**src/sv/assert_macros.svh**
```systemverilog
// Assertion helper macros shared by the destination filter RTL.
// Expects a clock named clk and an active-low reset named rst_n in scope.
`ifndef ASSERT_MACROS_SVH
`define ASSERT_MACROS_SVH

// Check that cons holds in the same cycle as ante.
`define PIDF_ASSERT_SAME(label, ante, cons) \
    label: assert property (@(posedge clk) disable iff (!rst_n) (ante) |-> (cons)) \
        else $error("pidf: same-cycle check failed");

// Check that cons holds in the cycle after ante.
`define PIDF_ASSERT_NEXT(label, ante, cons) \
    label: assert property (@(posedge clk) disable iff (!rst_n) (ante) |=> (cons)) \
        else $error("pidf: next-cycle check failed");

`endif

```
**src/sv/pidf_pkg.sv**
```systemverilog
// Package for the public destination filter: family codes, address constants
// and the structs passed between pipeline stages. No dependencies.
package pidf_pkg;

    // Address family codes
    localparam logic [1:0] FAM_V4 = 2'd0;
    localparam logic [1:0] FAM_V6 = 2'd1;

    // IPv4 special-purpose prefix table
    localparam int V4_RANGES = 15;

    localparam logic [31:0] V4_BASE [V4_RANGES] = '{
        32'h00000000, 32'h0a000000, 32'h64400000, 32'h7f000000,
        32'ha9fe0000, 32'hac100000, 32'hc0000000, 32'hc0000200,
        32'hc0586300, 32'hc0a80000, 32'hc6120000, 32'hc6336400,
        32'hcb007100, 32'he0000000, 32'hf0000000
    };

    localparam logic [31:0] V4_MASK [V4_RANGES] = '{
        32'hff000000, 32'hff000000, 32'hffc00000, 32'hff000000,
        32'hffff0000, 32'hfff00000, 32'hffffff00, 32'hffffff00,
        32'hffffff00, 32'hffff0000, 32'hfffe0000, 32'hffffff00,
        32'hffffff00, 32'hf0000000, 32'hf0000000
    };

    // IPv6 embedded-IPv4 prefixes (::ffff:0:0/96 and 64:ff9b::/96)
    localparam logic [63:0] V6_MAPPED_HI   = 64'h0000000000000000;
    localparam logic [31:0] V6_MAPPED_LO   = 32'h0000ffff;
    localparam logic [63:0] V6_NAT64_HI    = 64'h0064ff9b00000000;
    localparam logic [31:0] V6_NAT64_LO    = 32'h00000000;

    // IPv6 global unicast 2000::/3 and its excluded blocks
    localparam logic [7:0]  V6_GLOBAL_MASK = 8'he0;
    localparam logic [7:0]  V6_GLOBAL_BASE = 8'h20;
    localparam logic [7:0]  V6_TEREDO_B1   = 8'h01;
    localparam logic [7:0]  V6_TEREDO_B2   = 8'h02;
    localparam logic [7:0]  V6_6TO4_B1     = 8'h02;

    // Stage 1 result: which path decides, and the IPv4 word to check
    typedef struct packed {
        logic        v4_sel;
        logic        v6_pub;
        logic [31:0] v4_addr;
    } dec_t;

    // Stage 2 result: prefix hits in place of the address
    typedef struct packed {
        logic                 v4_sel;
        logic                 v6_pub;
        logic [V4_RANGES-1:0] hit;
    } match_t;

endpackage

```
**src/sv/pidf_decode.sv**
```systemverilog
// Stage 1 of the destination filter: family decode and IPv6 prefix checks.
// Depends on pidf_pkg and assert_macros.svh.
`include "assert_macros.svh"

module pidf_decode (
    input  logic              clk,
    input  logic              rst_n,
    input  logic              in_valid,
    output logic              in_ready,
    input  logic [1:0]        family,
    input  logic              length_ok,
    input  logic [63:0]       addr_hi,
    input  logic [63:0]       addr_lo,
    output logic              out_valid,
    input  logic              out_ready,
    output pidf_pkg::dec_t    out_data
);

    logic           valid_reg;
    pidf_pkg::dec_t data_reg;
    pidf_pkg::dec_t data_next;
    logic           mapped;
    logic           nat64;
    logic           v6_global;
    logic           v6_excluded;

    // Match the embedded-IPv4 prefixes and the global unicast rule
    always_comb
    begin
        mapped      = (addr_hi == pidf_pkg::V6_MAPPED_HI) &&
                      (addr_lo[63:32] == pidf_pkg::V6_MAPPED_LO);
        nat64       = (addr_hi == pidf_pkg::V6_NAT64_HI) &&
                      (addr_lo[63:32] == pidf_pkg::V6_NAT64_LO);
        v6_global   = (addr_hi[63:56] & pidf_pkg::V6_GLOBAL_MASK) ==
                      pidf_pkg::V6_GLOBAL_BASE;
        v6_excluded = (addr_hi[63:56] == pidf_pkg::V6_GLOBAL_BASE) &&
                      (((addr_hi[55:48] == pidf_pkg::V6_TEREDO_B1) &&
                        (addr_hi[47:40] < pidf_pkg::V6_TEREDO_B2)) ||
                       (addr_hi[55:48] == pidf_pkg::V6_6TO4_B1));
    end

    // Pick the deciding path per family
    always_comb
    begin
        data_next.v4_sel  = 1'b0;
        data_next.v6_pub  = 1'b0;
        data_next.v4_addr = addr_lo[31:0];
        if (length_ok)
        begin
            case (family)
                pidf_pkg::FAM_V4:
                begin
                    data_next.v4_sel = 1'b1;
                end
                pidf_pkg::FAM_V6:
                begin
                    data_next.v4_sel = mapped || nat64;
                    data_next.v6_pub = !(mapped || nat64) && v6_global && !v6_excluded;
                end
                default:
                begin
                    data_next.v4_sel = 1'b0;
                end
            endcase
        end
    end

    // Advance when the slot is empty or the next stage takes it
    assign in_ready = !valid_reg || out_ready;

    always_ff @(posedge clk or negedge rst_n)
    begin
        if (!rst_n)
        begin
            valid_reg <= 1'b0;
        end
        else if (in_ready)
        begin
            valid_reg <= in_valid;
        end
    end

    // Capture the transaction payload
    always_ff @(posedge clk)
    begin
        if (in_valid && in_ready)
        begin
            data_reg <= data_next;
        end
    end

    assign out_valid = valid_reg;
    assign out_data  = data_reg;

    `PIDF_ASSERT_NEXT(a_dec_hold, valid_reg && !out_ready, valid_reg && $stable(data_reg))
    `PIDF_ASSERT_SAME(a_dec_one_path, valid_reg, !(data_reg.v4_sel && data_reg.v6_pub))

endmodule

```
**src/sv/pidf_v4_match.sv**
```systemverilog
// Stage 2 of the destination filter: compare the IPv4 word against all
// special-purpose prefixes in parallel. Depends on pidf_pkg.
module pidf_v4_match (
    input  logic               clk,
    input  logic               rst_n,
    input  logic               in_valid,
    output logic               in_ready,
    input  pidf_pkg::dec_t     in_data,
    output logic               out_valid,
    input  logic               out_ready,
    output pidf_pkg::match_t   out_data
);

    logic                          valid_reg;
    pidf_pkg::match_t              data_reg;
    pidf_pkg::match_t              data_next;
    logic [pidf_pkg::V4_RANGES-1:0] hit;

    // Test each prefix on its own
    for (genvar i = 0; i < pidf_pkg::V4_RANGES; i++)
    begin : g_prefix
        assign hit[i] = (in_data.v4_addr & pidf_pkg::V4_MASK[i]) == pidf_pkg::V4_BASE[i];
    end

    always_comb
    begin
        data_next.v4_sel = in_data.v4_sel;
        data_next.v6_pub = in_data.v6_pub;
        data_next.hit    = hit;
    end

    // Advance when the slot is empty or the next stage takes it
    assign in_ready = !valid_reg || out_ready;

    always_ff @(posedge clk or negedge rst_n)
    begin
        if (!rst_n)
        begin
            valid_reg <= 1'b0;
        end
        else if (in_ready)
        begin
            valid_reg <= in_valid;
        end
    end

    always_ff @(posedge clk)
    begin
        if (in_valid && in_ready)
        begin
            data_reg <= data_next;
        end
    end

    assign out_valid = valid_reg;
    assign out_data  = data_reg;

endmodule

```
**src/sv/public_ip_destination_filter.sv**
```systemverilog
// Public destination filter: one address transaction in, one is_public
// result out. A transaction passes three register stages (decode, prefix
// compare, resolve): it is captured at the accepting edge, then its result is
// offered on out_valid. A new one is taken every cycle unless stalled; the
// ready chain runs combinationally from out_ready back to in_ready, so the
// input stalls only when all three stages are full and the output is held.
// Depends on pidf_pkg, pidf_decode, pidf_v4_match and assert_macros.svh.
`include "assert_macros.svh"

module public_ip_destination_filter (
    input  logic        clk,
    input  logic        rst_n,
    input  logic        in_valid,
    output logic        in_ready,
    input  logic [1:0]  family,
    input  logic        length_ok,
    input  logic [63:0] addr_hi,
    input  logic [63:0] addr_lo,
    output logic        out_valid,
    input  logic        out_ready,
    output logic        is_public
);

    logic             dec_valid;
    logic             dec_ready;
    pidf_pkg::dec_t   dec_data;
    logic             mat_valid;
    logic             mat_ready;
    pidf_pkg::match_t mat_data;
    logic             valid_reg;
    logic             pub_reg;
    logic             pub_next;

    pidf_decode u_decode (
        .clk       (clk),
        .rst_n     (rst_n),
        .in_valid  (in_valid),
        .in_ready  (in_ready),
        .family    (family),
        .length_ok (length_ok),
        .addr_hi   (addr_hi),
        .addr_lo   (addr_lo),
        .out_valid (dec_valid),
        .out_ready (dec_ready),
        .out_data  (dec_data)
    );

    pidf_v4_match u_v4_match (
        .clk       (clk),
        .rst_n     (rst_n),
        .in_valid  (dec_valid),
        .in_ready  (dec_ready),
        .in_data   (dec_data),
        .out_valid (mat_valid),
        .out_ready (mat_ready),
        .out_data  (mat_data)
    );

    // Resolve: an IPv4 decision is public only when no prefix hit
    assign pub_next  = mat_data.v4_sel ? !(|mat_data.hit) : mat_data.v6_pub;
    assign mat_ready = !valid_reg || out_ready;

    always_ff @(posedge clk or negedge rst_n)
    begin
        if (!rst_n)
        begin
            valid_reg <= 1'b0;
        end
        else if (mat_ready)
        begin
            valid_reg <= mat_valid;
        end
    end

    // Hold the result until the transaction is taken
    always_ff @(posedge clk)
    begin
        if (mat_valid && mat_ready)
        begin
            pub_reg <= pub_next;
        end
    end

    assign out_valid = valid_reg;
    assign is_public = pub_reg;

    `PIDF_ASSERT_SAME(a_full_when_blocked, !in_ready, dec_valid && mat_valid && valid_reg)
    `PIDF_ASSERT_SAME(a_out_from_match, $rose(valid_reg), $past(mat_valid))
    `PIDF_ASSERT_NEXT(a_match_hold, mat_valid && !mat_ready, mat_valid && $stable(mat_data))

endmodule

```
**config.mk**
```make
export PLATFORM = sky130hd
export DESIGN_NAME = public_ip_destination_filter
export DESIGN_NICKNAME = d
export VERILOG_FILES = /design/src/sv/pidf_pkg.sv /design/src/sv/pidf_decode.sv /design/src/sv/pidf_v4_match.sv /design/src/sv/public_ip_destination_filter.sv
export VERILOG_INCLUDE_DIRS = /design/src /design/src/sv
export SDC_FILE = /design/constraint.sdc
export NUM_CORES = 1
export LEC_CHECK = 0
export BUFFER_PORTS_ARGS = -buffer_cell sky130_fd_sc_hd__buf_2
export CAP_MARGIN = 30
export CELL_PAD_IN_SITES_DETAIL_PLACEMENT = 0
export CELL_PAD_IN_SITES_GLOBAL_PLACEMENT = 1
export CORE_UTILIZATION = 31
export CTS_CLUSTER_SIZE = 16
export DETAILED_ROUTE_END_ITERATION = 10
export PLACE_DENSITY = 0.82
export RECOVER_POWER = 100
export SYNTH_ARGS = -nofsm -noshare
export SYNTH_HDL_FRONTEND = slang
export SYNTH_SLANG_ARGS = --single-unit
```
**constraint.sdc**
```tcl
create_clock -name clk -period 2.61 [get_ports clk]
set_input_delay 0.522 -clock clk [delete_from_list [all_inputs] [get_ports clk]]
set_output_delay 0.522 -clock clk [all_outputs]
set_load 0.01 [all_outputs]
```
**After elaboration in Yosys (flattened, before gate mapping)**

Index checks and enable logic that the tools add are counted.

- Register bits after elaboration: 55
- Bits of input ports: 135
- Output and inout port bits: 3
- Word-level logic and storage cells: 60

- $lt $le $gt $ge: 1
- Equal/unequal tests: 21
- Multiplexer cells: 2
- Reductions and logical operators: 26

Operators by type and width:

| operator | number |
|---|---|
| $eq A24 B24 Y1 const B | 5 |
| $eq A64 B55 Y1 const B | 1 |
| $logic_not A32 Y1 | 2 |
| $logic_not A64 Y1 | 1 |
| $eq A16 B16 Y1 const B | 2 |
| $eq A32 B16 Y1 const B | 1 |
| $eq A15 B15 Y1 const B | 1 |
| $reduce_or A15 Y1 | 1 |
| $eq A12 B12 Y1 const B | 1 |
| $eq A10 B9 Y1 const B | 1 |
| $logic_and A1 B1 Y1 | 9 |
| $eq A4 B4 Y1 const B | 2 |
| $eq A8 B1 Y1 const B | 1 |
| $eq A8 B2 Y1 const B | 1 |
| $eq A8 B4 Y1 const B | 1 |
| $eq A8 B6 Y1 const B | 1 |
| $eq A8 B7 Y1 const B | 1 |
| $lt A8 B2 Y1 const B | 1 |
| $logic_not A1 Y1 | 6 |
| $logic_or A1 B1 Y1 | 5 |
| $eq A3 B1 Y1 const B | 1 |
| $eq A2 B1 Y1 const B | 1 |
| $logic_not A2 Y1 | 1 |
| $pmux W1 S2 | 1 |
| 2 further kinds | 2 |

**Depth between registers and ports, before layout**

Gate-level depths: netlist of run 1.

- Word-level depth: 6
- Mapped depth: 5
- Mapped depth without buffers: 5

**Hierarchy**

Synthesis of run 1 repeated with hierarchy kept, for this count alone.

- Cell total of the unflattened synthesis: 181
- Area, all modules: 2487.4 um^2

By module, submodules not included:

| module | times used | cells an instance | area an instance (um^2) | sequential area each (um^2) |
|---|---|---|---|---|
| pidf_decode | 1 | 96 | 1440.1 | 1046.0 |
| pidf_v4_match | 1 | 74 | 904.6 | 535.5 |
| public_ip_destination_filter | 1 | 11 | 142.6 | 55.1 |

**Worst setup path after synthesis of run 1**

OpenSTA, ideal clock, no wires.

- Path kind: input to register
- Start point: input addr_hi[45]
- End point: register u_decode.data_reg (netlist bit u_decode.out_data[33]), data pin
- Library setup time: 0.146 ns
- Arrival time: 1.913 ns
- Required time: 2.464 ns
- Setup slack: 0.551 ns
- Cell stages on the path: 5
- Buffers on the path: 0
- Cells stage by stage: or4_1 -> or4_1 -> nor4_2 -> o21ai_1 -> a21oi_1

- Cells in the longest elaborated chain, start to end: 4
- Elaborated cells on any way between the ends: 6
- Those cells by class: eq/ne (1); mux (1); reduce/logical (4)

Ends and longest elaborated chain:

| element | line | text |
|---|---|---|
| start: declaration | public_ip_destination_filter.sv:17 | `input logic [63:0] addr_hi,` |
| $eq A64 B55 Y1 or $logic_not A64 Y1 (tied branches) | pidf_decode.sv:32, pidf_decode.sv:30 |  |
| $logic_and A1 B1 Y1 (on tied branches) | pidf_decode.sv:32, pidf_decode.sv:30 |  |
| $logic_or A1 B1 Y1 * | pidf_decode.sv:57 | `data_next.v4_sel = mapped \|\| nat64;` |
| $pmux W1 S2 * | pidf_decode.sv:50 | `case (family)` |
| end signal: assignment | pidf_decode.sv:88 | `data_reg <= data_next;` |
| end: declaration | pidf_decode.sv:20 | `pidf_pkg::dec_t data_reg;` |

Every way passes the cells marked *; elsewhere a longest branch is shown, timed or not.
A chain may end at the register's enable or synchronous reset.

**Final worst setup path of run 1**

- Start point: register valid_reg (netlist: out_valid)
- End point: register u_decode.data_reg (netlist bit u_decode.out_data[8]) (enable)

- Cells in the longest elaborated chain, start to end: 5

Ends and longest elaborated chain:

| element | line | text |
|---|---|---|
| start: declaration | public_ip_destination_filter.sv:30 | `logic valid_reg;` |
| start signal: assignment | public_ip_destination_filter.sv:71 | `valid_reg <= mat_valid;` |
| $logic_not A1 Y1 | public_ip_destination_filter.sv:61 | `assign mat_ready = !valid_reg \|\| out_ready;` |
| $logic_or A1 B1 Y1 | public_ip_destination_filter.sv:61 |  |
| $logic_or A1 B1 Y1 | pidf_v4_match.sv:33 | `assign in_ready = !valid_reg \|\| out_ready;` |
| $logic_or A1 B1 Y1 | pidf_decode.sv:69 | `assign in_ready = !valid_reg \|\| out_ready;` |
| $logic_and A1 B1 Y1 | pidf_decode.sv:86 | `if (in_valid && in_ready)` |

Every way passes these cells.

==> flow_summary.yaml, run 1 <==
logic_synthesis:
  ys_top_cells_by_area: "edfxtp_1, nor4_1, nand4_1"
  yosysTopAreaCell: "edfxtp_1"
  ys.flop_type: "edfxtp_1"
  synth_compound_area_frac: 0.006772
  synthAdderAreaFrac: 0
  ys_ff_latch: 47
  yosys.area.top_type_share: 0.5959
  yosysUniqueCellTypes: 28
  muxShareOfSynthArea: 0.005079
  synth_top_family_by_area: "simple AND/OR/NAND/NOR gates"
  synth_xor_area_frac: 0
  synth_edf_count: 44
  syn_nets: 314
  synth-simple-area-share: 0.3499
  synthCells: 179
  syn_area_um2: 2217
  synthArstFlopShare: 0.06383
  ys_warn_count: 0
  synth_seq_area_share: 0.6298
  avgSynthCellArea_um2: 12.39
timing:
  slew_viol_final: 0
  slew-limit-headroom: 0.3152
  setup_viol: 0
  min_period_ps: 2172
  rsz0062_at_grt: "false"
  hold_violations: 0
  max_freq_ghz: 0.4604
  tns_ps: 0
  period_share: 0.8322
  worstMarginPinSlew_ps: 1027
  clock_skew_ps: 10.05
global_route:
  grt.overflow.total: 0
  grt_start_max_net_pins: 25
  antenna_found_initial: 0
  grt_pass1_wl_um: 8797
  grt_pass1_vias: 1977
  grt_use_total: 0.1542
routing:
  drt-total-wl_um: 5435
  routed_via_density: 4.814
  drt-pass1-iter-count: 4
  wl_per_cell_um: 13.16
  vias: 1988
  initialDrtViolationCount: 49
  antenna_left: 0
  route.detailed.drc: 0
clock_network:
  cts_tree: "built"
  clk_path_buf_depth: 2
  cts_hold_buf: 1
  htree_levels: 2
  clk_pin_slew_ps: 80
  clock-sinks: 47
  cts_root_buffer: "clkbuf_8"
  cts_setup_buffers: 0
  cts_buffers: 5
  cts-resized-gates: 0
  clk_latency_ps: 300
critical_path:
  r2r-start: "out_valid"
  startpoint_type: "register"
  arrival_ps: 2090
  crit_chain: "nor2b_1 > nand3_1 > and2_0 > dlymetal6s4s_1"
  crit_type: "register to register"
  critPathSlowestCell: "dlymetal6s4s_1"
  crit_path_start: "out_valid"
  cp_max_fo: 24
  r2r_setup_slack_ps: 440
  cp_slowest_stage_delay_ps: 890
  cp.required_ps: 2530
  endpoint_kind: "register"
placement:
  dp_hpwl_um: 4569
  port_buffers: 129
  gp_congestion: 0.8818
cells_and_area:
  n_antenna_cell: 0
  final_layout_size_suffix_gt1_frac: 0.4227
  syn2layout_area_growth_pct: 39.84
  final_util: 0.4514
  fillers: 651
  final_nets: 452
die:
  die_w_um: 86.57
  initial_core_util: 0.3228
  coreArea_um2: 6869
  rows: 30
  io_pins: 138
  die_h_um: 86.57
  fp.dieArea_um2: 7494
hold_path:
  min_path_type: "input pin to register"
  hold_start: "addr_lo[19]"
power_and_ir_drop:
  p_leak_nw: 1.221
  powerDensity_nw_per_um2: 520.5
  comb_power_share: 0.113
  power_switching_mw: 0.3445
  peakVddDrop_mv: 0.3521
  p_seq_frac: 0.574
  swShare: 0.2135
  power.internal_mw: 1.269
  clkPwrFrac: 0.313
run_status:
  status: "completed"
run:
  drv_cap: 0
[through the flow]
step	setup slack, ps	hold slack, ps	area (um^2)	cells	total power, mW
CTS	504.0	380.5	3127	413	1.637
floorplan	551.3	226.4	2217	179	0.9958
global placement	369.8	320.0	2983	404	1.119
finish	438.0	389.7	3100	413	1.614
detailed placement	344.9	321.1	3010	405	1.132
global route	246.4	369.4	3100	413	1.689
[flip-flops by register name, summed over array words and instances (netlist names)]
signal / count
is_public: 1
out_valid: 1
u_decode.out_data: 26
u_decode.out_valid: 1
u_v4_match.out_data: 17
u_v4_match.out_valid: 1
[cell usage after synthesis, types with 4 or more instances]
master     n
edfxtp_1  44
nor3b_1    4
nand2_1   11
nand4b_1   4
nor4_1    28
inv_1      5
nor2_1     9
nand3_1    5
or4_1      6
nand4_1   14
nor3_1    10
nand2b_1   9
nor4b_1    5
[power by group through the flow]
stage | combinational, mW | sequential, mW | clock [mW]
global route | 0.205 | 0.934 | 0.550
floorplan | 0.0638 | 0.932 | 0
detailed placement | 0.191 | 0.942 | 0
CTS | 0.193 | 0.925 | 0.520
global placement | 0.179 | 0.941 | 0
finish | 0.182 | 0.926 | 0.506
[worst max-delay path: cells and delay by family (launching register included)]
kind / cells / cell delay (ps)
buffers and inverters: 1 / 890
AND/OR/NAND/NOR: 3 / 500
flip-flops: 1 / 390
[logic make-up (layout without fill, tap and decap cells)]
group	count (synthesis)	in the layout
AOI/OAI and AO/OA	3	3
buffers and inverters	5	143
DFF	47	47
muxes	1	1
and+or+nand+nor	123	123
[cell usage in the layout, fill, tap and decap left out, types with 5 or more instances in the layout]
cell	count
nor4b_1	5
nand2b_1	9
edfxtp_1	44
nor3_1	10
nand3_1	5
inv_1	5
nand2_1	11
or4_1	6
clkbuf_8	5
nor4_1	29
buf_2	125
nand4_1	14
nor2_1	9
[worst paths after layout]
check	endpoint	depth (start not counted)
max reg2reg	u_decode.out_data[8]	4
max in group asynchronous	u_decode.out_valid	2
min reg2reg	u_v4_match.out_data[15]	0
max	u_decode.out_data[8]	4
min in group asynchronous	u_v4_match.out_valid	2
min	u_decode.out_data[19]	1
[per-layer routing]
layer  wire (um)  global-route usage  share of wire
met1        2429              0.1937           0.45
met2        2572              0.2532           0.47
met5           0                   0              0
met3         275             0.04095          0.051
met4         157             0.06212          0.029
[final cells by class]
type / instances / area [um^2] / area share
Clock buffer: 5 / 68.82 / 0.02220
Sequential cell: 47 / 1396 / 0.4504
Inverter: 5 / 18.77 / 0.006053
Clock inverter: 2 / 37.54 / 0.01211
Multi-Input combinational cell: 127 / 795.8 / 0.2567
Tap cell: 96 / 120.1 / 0.03874
Timing Repair Buffer: 131 / 663.1 / 0.2139
No activity file was read; power rests on OpenSTA's default activity.
==> run 2, diff against run 1 <==
- clock period: 2.61 -> 2.1 ns (I/O delays scaled with it)
==> flow_summary.yaml, run 2 (synthesis results as in run 1) <==
run_status:
  status: "completed"
routing:
  drt-pass1-iter-count: 4
  antenna_left: 0
  initialDrtViolationCount: 120
  drt-total-wl_um: 5603
  routed_via_density: 4.818
  route.detailed.drc: 0
  vias: 2014
  wl_per_cell_um: 13.40
placement:
  gp_congestion: 0.9123
  placed_area_um2: 3020
  dp_cells: 409
  dp_hpwl_um: 4658
  pre_cts_slack_ps: -33.65
  port_buffers: 129
global_route:
  grt_start_max_net_pins: 27
  grt_use_total: 0.1537
  grt_use_met2: 0.2677
  grt.busiest_layer: "met2"
  use_met1: 0.1807
  grt_pass1_wl_um: 8756
  grt.overflow.total: 0
  grt_pass1_vias: 2017
  met3_usage: 0.04190
  antenna_found_initial: 0
die:
  fp.dieArea_um2: 7494
  coreArea_um2: 6869
  initial_core_util: 0.3228
  die_w_um: 86.57
  io_pins: 138
  die_h_um: 86.57
  rows: 30
hold_path:
  min_path_type: "input pin to register"
cells_and_area:
  final_cell_area_um2: 3112
  final_util: 0.4530
  stdcell_count: 418
  final_nets: 456
  largest_reg_flops: 26
  final_cell_mix: "buf_2, edfxtp_1, nor4_1"
  syn2layout_area_growth_pct: 40.35
  n_antenna_cell: 0
  fillers: 658
  final_layout_size_suffix_gt1_frac: 0.4317
  mostFrequentLayoutCell: "buf_2"
timing:
  setup_ws_ps: 213.5
  min_period_ps: 1886
  slew-limit-headroom: 0.2989
  tns_ps: 0
  clock_skew_ps: 7.475
  whs_ps: 284.3
  slew_viol_final: 0
  period_share: 0.8983
  worstMarginPinSlew_ps: 1051
  setup_viol: 0
  hold_violations: 0
  max_freq_ghz: 0.5301
  rsz0062_at_grt: "false"
clock_network:
  clk_pin_slew_ps: 90
  clk_latency_ps: 300
  cts_buffers: 5
  cts_root_buffer: "clkbuf_8"
  htree_levels: 2
  cts_tree: "built"
  clock-sinks: 47
  clk_path_buf_depth: 2
power_and_ir_drop:
  p_leak_nw: 1.218
  powerDensity_nw_per_um2: 617.2
  peakVddDrop_mv: 0.4912
  power_mw: 1.921
run:
  drv_cap: 0
critical_path:
  startpoint_type: "register"
  arrival_ps: 2020
  endpoint_kind: "register"
  cp.required_ps: 2230
  crit_type: "register to register"
  cp_max_fo: 2
## run 2: changes by cell type in the layout (fill, tap and decap cells not counted), moves of 2 or more
cell	delta
nor4_2	+2
nor4_1	-2
buf_4	+2
clkbuf_1	+3
clkinv_4	+2
## run 2: layout make-up
type	count	area [um^2]	area share
multi-input cells	127	808.3	0.2598
clock inverters	2	17.52	0.005629
flip-flops and latches	47	1396	0.4487
well taps	96	120.1	0.03860
clock buffers	6	72.57	0.02332
repair buffers	135	678.2	0.2179
inverters	5	18.77	0.006031
## run 2: worst paths after layout
check	start	endpoint	slack, ps	cells after the start
max	u_decode.out_data[24]	u_v4_match.out_data[9]	210	3
min	addr_lo[19]	u_decode.out_data[19]	280	1
max in group asynchronous	rst_n	u_decode.out_valid	1500	2
max reg2reg	u_decode.out_data[24]	u_v4_match.out_data[9]	210	3
min in group asynchronous	rst_n	out_valid	450	2
min reg2reg	u_decode.out_data[32]	u_v4_match.out_data[15]	430	0
## run 2: where the power goes
group	internal [mW]	leakage [nW]	total, mW	switching, mW
registers	1.11	0.465	1.15	0.0393
clock network	0.239	0.0454	0.536	0.297
logic	0.125	0.708	0.239	0.114
## run 2: repair_timing
action                     CTS  global route
hold buffers                 1             0
setup endpoints to repair    0             1
hold endpoints to repair     3             0
buffers inserted             0             0
resized for setup            0             1
## run 2: per-layer routing
metal,up-vias,routed length (um)
met1,909,2429
met4,0,125
met3,13,268
li1,1027,-
met2,65,2779
met5,-,0
## run 2: worst max-delay path, cell delays in order (launching register included)
cell      delay, ps
edfxtp_1        380
or4_1           570
or4_1           540
nor4_2          230
